### src/rtl/lzssbd_pkg.sv
// lzss bitstream decompressor: shared types and fixed constants
// no dependencies; imported by the unpacker, the top level and the checker
`timescale 1ns / 1ps
`default_nettype none

package lzssbd_pkg;

    localparam int BYTE_W  = 8;
    localparam int COUNT_W = 32;

    // status from the bit unpacker to the sequencer
    typedef struct packed {
        logic valid;    // a complete token is held
        logic literal;  // token is a literal, else a match
        logic empty;    // no stream bits left and no token held
    } tok_t;

endpackage

`default_nettype wire

### src/rtl/lzssbd_unpack.sv
// bit-serial token unpacker: shifts one stream bit per cycle (while advance is high, bits remain and no token is held),
// msb first, into flag, literal, offset and length fields; depends on lzssbd_pkg
`timescale 1ns / 1ps
`default_nettype none

module lzssbd_unpack
    import lzssbd_pkg::*;
#(
    parameter int OFFSET_BITS = 13,
    parameter int LENGTH_BITS = 4
) (
    input  wire logic                   clk,
    input  wire logic                   rst_n,
    input  wire logic                   load,
    input  wire logic [BYTE_W-1:0]      load_byte,
    input  wire logic                   advance,
    input  wire logic                   take,
    output tok_t                        tok,
    output logic      [BYTE_W-1:0]      tok_lit,
    output logic      [OFFSET_BITS-1:0] tok_off,
    output logic      [LENGTH_BITS-1:0] tok_len
);

    localparam int FC_W = $clog2(OFFSET_BITS);
    localparam int BL_W = $clog2(BYTE_W + 1);

    typedef enum logic [1:0] {
        PH_FLAG,
        PH_LIT,
        PH_OFF,
        PH_LEN
    } phase_t;

    phase_t                 phase_reg;
    logic [BYTE_W-1:0]      sr_reg;
    logic [BL_W-1:0]        bits_reg;
    logic [FC_W-1:0]        fcnt_reg;
    logic [BYTE_W-1:0]      lit_reg;
    logic [OFFSET_BITS-1:0] off_reg;
    logic [LENGTH_BITS-1:0] len_reg;
    logic                   tok_valid_reg;
    logic                   tok_lit_flag_reg;

    logic bit_in;
    logic shift_en;

    assign bit_in   = sr_reg[BYTE_W-1];
    assign shift_en = advance && !tok_valid_reg && (bits_reg != '0);

    always_ff @(posedge clk or negedge rst_n)
    begin
        if (!rst_n)
        begin
            phase_reg        <= PH_FLAG;
            sr_reg           <= '0;
            bits_reg         <= '0;
            fcnt_reg         <= '0;
            lit_reg          <= '0;
            off_reg          <= '0;
            len_reg          <= '0;
            tok_valid_reg    <= 1'b0;
            tok_lit_flag_reg <= 1'b0;
        end
        else
        begin
            if (take)
            begin
                tok_valid_reg <= 1'b0;
            end
            if (load)
            begin
                sr_reg   <= load_byte;
                bits_reg <= BL_W'(BYTE_W);
            end
            else if (shift_en)
            begin
                sr_reg   <= {sr_reg[BYTE_W-2:0], 1'b0};
                bits_reg <= bits_reg - 1'b1;
                unique case (phase_reg)
                    PH_FLAG:
                    begin
                        fcnt_reg  <= '0;
                        phase_reg <= bit_in ? PH_LIT : PH_OFF;
                    end
                    PH_LIT:
                    begin
                        lit_reg <= {lit_reg[BYTE_W-2:0], bit_in};
                        if (fcnt_reg == FC_W'(BYTE_W - 1))
                        begin
                            tok_valid_reg    <= 1'b1;
                            tok_lit_flag_reg <= 1'b1;
                            phase_reg        <= PH_FLAG;
                        end
                        else
                        begin
                            fcnt_reg <= fcnt_reg + 1'b1;
                        end
                    end
                    PH_OFF:
                    begin
                        off_reg <= {off_reg[OFFSET_BITS-2:0], bit_in};
                        if (fcnt_reg == FC_W'(OFFSET_BITS - 1))
                        begin
                            fcnt_reg  <= '0;
                            phase_reg <= PH_LEN;
                        end
                        else
                        begin
                            fcnt_reg <= fcnt_reg + 1'b1;
                        end
                    end
                    PH_LEN:
                    begin
                        if (LENGTH_BITS > 1)
                        begin
                            len_reg <= {len_reg[LENGTH_BITS-2:0], bit_in};
                        end
                        else
                        begin
                            len_reg <= LENGTH_BITS'(bit_in);
                        end
                        if (fcnt_reg == FC_W'(LENGTH_BITS - 1))
                        begin
                            tok_valid_reg    <= 1'b1;
                            tok_lit_flag_reg <= 1'b0;
                            phase_reg        <= PH_FLAG;
                        end
                        else
                        begin
                            fcnt_reg <= fcnt_reg + 1'b1;
                        end
                    end
                    default:
                    begin
                        phase_reg <= PH_FLAG;
                    end
                endcase
            end
        end
    end

    assign tok.valid   = tok_valid_reg;
    assign tok.literal = tok_lit_flag_reg;
    assign tok.empty   = !tok_valid_reg && (bits_reg == '0);
    assign tok_lit     = lit_reg;
    assign tok_off     = off_reg;
    assign tok_len     = len_reg;

endmodule

`default_nettype wire

### config.mk
export PLATFORM = sky130hd
export DESIGN_NAME = lzssbd_unpack
export DESIGN_NICKNAME = d
export VERILOG_FILES = /design/src/rtl/lzssbd_pkg.sv /design/src/rtl/lzssbd_unpack.sv
export SDC_FILE = /design/constraint.sdc
export NUM_CORES = 1
export LEC_CHECK = 0
export ABC_AREA = 1
export BUFFER_PORTS_ARGS = -buffer_cell sky130_fd_sc_hd__buf_4
export CAP_MARGIN = 20
export CORE_MARGIN = 5
export CORE_UTILIZATION = 43
export DETAILED_ROUTE_END_ITERATION = 12
export PLACE_DENSITY = 0.66
export REMOVE_ABC_BUFFERS = 1
export SLEW_MARGIN = 20
export SYNTH_ARGS = -nofsm -noshare
export SYNTH_HDL_FRONTEND = slang
export SYNTH_SLANG_ARGS = --single-unit
### constraint.sdc
create_clock -name clk -period 1.4 [get_ports clk]
set_clock_uncertainty 0.2 [all_clocks]
set_input_delay 0.35 -clock clk [delete_from_list [all_inputs] [get_ports clk]]
set_output_delay 0.35 -clock clk [all_outputs]
set_load 0.02 [all_outputs]
== After elaboration in Yosys (flattened, before gate mapping) ==
Index checks and enable logic that the tools add are counted.

* Bits of input ports: 13
* Output and inout bits: 28
* Logic and storage cells: 60
* Register bits: 45

* Reductions and logical operators: 15
* Bitwise logic cells: 1
* Equal/unequal tests: 11
* Mux-type cells: 22
* Add/sub/neg operators: 2

{| class="wikitable"
|+ Operator list
! cell !! number
|-
| 2-to-1 mux 4 bit || 5
|-
| 2-to-1 mux 8 bit || 2
|-
| case mux 4 bit (4 select lines) || 1
|-
| != test 2 bit (second input constant) || 5
|-
| AND reduction 5 bit || 2
|-
| AND reduction 3 bit || 3
|-
| 2-to-1 mux 2 bit || 4
|-
| case mux 2 bit (4 select lines) || 1
|-
| 2-to-1 mux 1 bit || 7
|-
| adder 4 x 1 -> 4 bit (second input constant) || 1
|-
| == test 2 bit (second input constant) || 2
|-
| == test 4 x 2 -> 1 bit (second input constant) || 1
|-
| == test 4 x 3 -> 1 bit (second input constant) || 1
|-
| == test 4 bit (second input constant) || 1
|-
| logical NOT 4 bit || 1
|-
| case mux 1 bit (2 select lines) || 2
|-
| AND reduction 4 bit || 1
|-
| nonzero test 2 bit || 2
|-
| nonzero test 4 bit || 1
|-
| subtractor 4 x 1 -> 4 bit (second input constant) || 1
|-
| logical AND 1 bit || 3
|-
| == test 2 x 1 -> 1 bit (second input constant) || 1
|-
| logical NOT 2 bit || 1
|-
| logical NOT 1 bit || 1
|-
| inverter 1 bit || 1
|}

== Depth between registers and ports, before layout ==
* Depth after elaboration: 5
* Gate-level depth with buffers: 9
* Depth with buffers taken out: 9

== Worst setup path before layout ==
OpenSTA, ideal clock, no wires.

* Path kind: reg2out
* Start: reg bits_reg[0]
* End: out tok[0] (netlist name)
* Arrival time: 1.019 ns
* Buffers on the path: 0
* Path slack: -0.169 ns
* Stages on the path, launching flop included: 5
* Required time: 0.850 ns
* Cell sequence: dfrtp_1 inv_1 ha_1 nand2_1 nor2_1

{| class="wikitable"
|+ RTL lines
! item !! RTL line !! source
|-
| start, declared || lzssbd_unpack.sv:36 || <nowiki>logic [BL_W-1:0] bits_reg;</nowiki>
|-
| start signal, assigned || lzssbd_unpack.sv:73 || <nowiki>bits_reg <= BL_W'(BYTE_W);</nowiki>
|-
| start signal, assigned || lzssbd_unpack.sv:78 || <nowiki>bits_reg <= bits_reg - 1'b1;</nowiki>
|-
| end, declared || lzssbd_unpack.sv:18 || <nowiki>output tok_t tok,</nowiki>
|}

==> out/results.tsv <==
metric	value	unit
fin crit share	125.6	%
Worst-Margin Slew	0.3016	ns
Initial Util	44.21	%
routed vias	2156	
Power Density	1677	nW/um^2
Core Area	4723	um^2
DRT iter0 DRCs	117	
worst-path maximum fanout	2	
Mapped Area	2088	um^2
chip width	79.69	um
Worst path top cell family by delay	flip-flops	
Clock Path Buffers	2	
critical path's largest stage delay	0.40	ns
final net count	395	
CTS tree	yes	
CTS H-tree depth	2	
Die Ht	79.69	um
clock transition at the registers of the reported paths	0.09	ns
Synth Register Bits	45	
area grow syn2layout	71.36	%
1st-pass router iterations	4	
Worst Setup End Kind	output port	
# diodes	0	
total clock sinks	45	
synth top area cells	dfrtp_1 54%, nand2_1 19%, nand3_1 9.3%	
Buf+Inv Stages, Crit Path	2	
Multi-input gate area	1071	um^2
filler instances	327	
first-pass GRT wire length	9611	um
critical path launch point type	flop	
CP cell instances	inv_2 > ha_4 > nand2_4 > nor2_4 > buf_6	
Slew HR	79.84	%
f_max	568.7	MHz
VDD IR-drop max	0.001053	V
share of the synthesized area in the top cell type	53.92	%
IO Count	41	
cell count after synthesis	256	
routability cong.	0.8413	
RSZ-0062 raised after global routing	yes	
sequential share of the synthesized area	53.92	%
CP max-delay cell	dfrtp_1	
syn_area_per_cell	8.157	um^2
fin cells	446	
Critical Path RT	0.85	ns
vias in the first global route	2197	
leak pwr	1.950	nW
post-synth cell types	26	
Final Hold Fails	0	
Setup WS pre-CTS	-0.2727	ns
min-delay worst type	primary input to flop	
Crit Path Class	flop to output port	
DR WL/cell	12.89	um
Final Critical Period	1.759	ns
hold path start	load_byte[0]	
die area	6350	um^2
YS warnings	0	
status	complete, but fails checks	
design area	3578	um^2
placed insts	390	
layout cell share with drive strength beyond 1	45.12	%
area leader, netlist	dfrtp_1	
later-pin clock latency in the skew report	0.30	ns
vias per cell	4.834	
final setup fails	49	
CTS Buf Count	5	
Final Slew Violations	0	
failing checks	negative setup slack	
Overflow after GRT	0	
# DRC	0	
max-cap violations	0	
CP arrival	1.21	ns
initial antenna violation count	0	
remaining antenna violation count	0	
CTS root buffer	clkbuf_8	
Finished Core Util	75.76	%
total power	6.000	mW
FF-to-FF Start	bits_reg[1]	
setup TNS	-11.79	ns
Overall Global Routing Usage	19.13	%
Min Hold Slack	0.04628	ns
Port Buf Inserts	40	
worst setup margin	-0.3585	ns
register area	1127	um^2
dpl cell area	2721	um^2
post-DP HPWL	3515	um
largest net degree at the start of global routing	18	
Largest register FFs	13	
site row count	25	
crit path from	bits_reg[1]	
final WL	5750	um
worst paths after layout:
path / end / slack [ns] / depth (start not counted)
max: tok[0] / -0.36 / 5
min: sr_reg[0] / 0.05 / 3
max reg2reg: tok_off[5] / -0.34 / 9
min reg2reg: sr_reg[0] / 0.28 / 2
max in group asynchronous: tok_off[5] / 0.37 / 3
min in group asynchronous: tok_off[11] / 0.26 / 2
synth_stat cells:
master    number
nand2_1      108
dfrtp_1       45
nand3_1       39
inv_1         12
nor2_1         9
a21oi_1        4
buf_2          4
ha_1           4
inv_2          4
nand4_1        4
clkbuf_1       3
o21ai_0        3
buf_4          2
o21bai_1       2
xor2_1         2
clkinv_1       1
nand2_2        1
nand3_2        1
nor2_2         1
nor2_4         1
o211ai_1       1
o21ai_1        1
o22ai_1        1
o31ai_1        1
or2_2          1
xnor2_1        1
report_power, final:
part           internal (mW)  leakage [nW]  switching, mW  total (mW)
sequential              1.64         0.591          0.284        1.93
combinational           1.64          1.31           1.61        3.25
clock                  0.354        0.0481          0.467       0.821
cells by family after synthesis:
logic type,after synthesis,share of synthesized area (%)
AOI/OAI and AO/OA,13,3.655
adders and majority gates,4,2.397
and+or+nand+nor,165,33.49
buffers and inverters,26,5.272
DFF,45,53.92
xor gates and xnor gates,3,1.258
worst reg2reg max path: stages, from the launching register on:
cell       delay, ns
dfrtp_1         0.40
inv_2           0.09
ha_4            0.15
nand2_4         0.06
buf_4           0.15
nand3_4         0.14
inv_8           0.07
bufbuf_16       0.27
nand3_1         0.07
nand2_1         0.05
timing repair:
| item | CTS | global route |
|---|---|---|
| hold buffers | 1 | 0 |
| cloned | 5 | 0 |
| endpoints found under the hold margin | 45 | 0 |
| pin swaps | 6 | 11 |
| endpoints found under the setup margin | 71 | 73 |
| resized for setup | 70 | 26 |
| setup buffers | 30 | 13 |
per-layer routing:
metal,wire length [um],track usage (%),up-vias
met4,119,4.983,0
li1,-,-,1070
met3,263,4.289,13
met2,3104,35.81,59
met1,2262,21.68,1014
met5,0,0,-
cells in the final DEF (no fill, tap or decap), types with 5 or more instances in the layout:
cell	Yosys	final
nand2_1	108	96
buf_4	2	78
dfrtp_1	45	44
buf_6	0	36
nand3_1	39	35
inv_1	12	9
nand2_4	0	7
nand2_2	1	7
inv_2	4	6
nor2_4	1	5
nor2_1	9	5
clkbuf_8	0	5
area by class of cell:
type | count | share of cell area, %
Sequential cell | 45 | 31.50
Timing Repair Buffer | 120 | 30.98
Multi-Input combinational cell | 187 | 29.93
Tap cell | 67 | 2.343
Inverter | 17 | 2.133
Clock buffer | 5 | 1.923
Clock inverter | 3 | 0.6294
Timing Repair inverter | 2 | 0.5594
(Power assumes the default switching activity.)
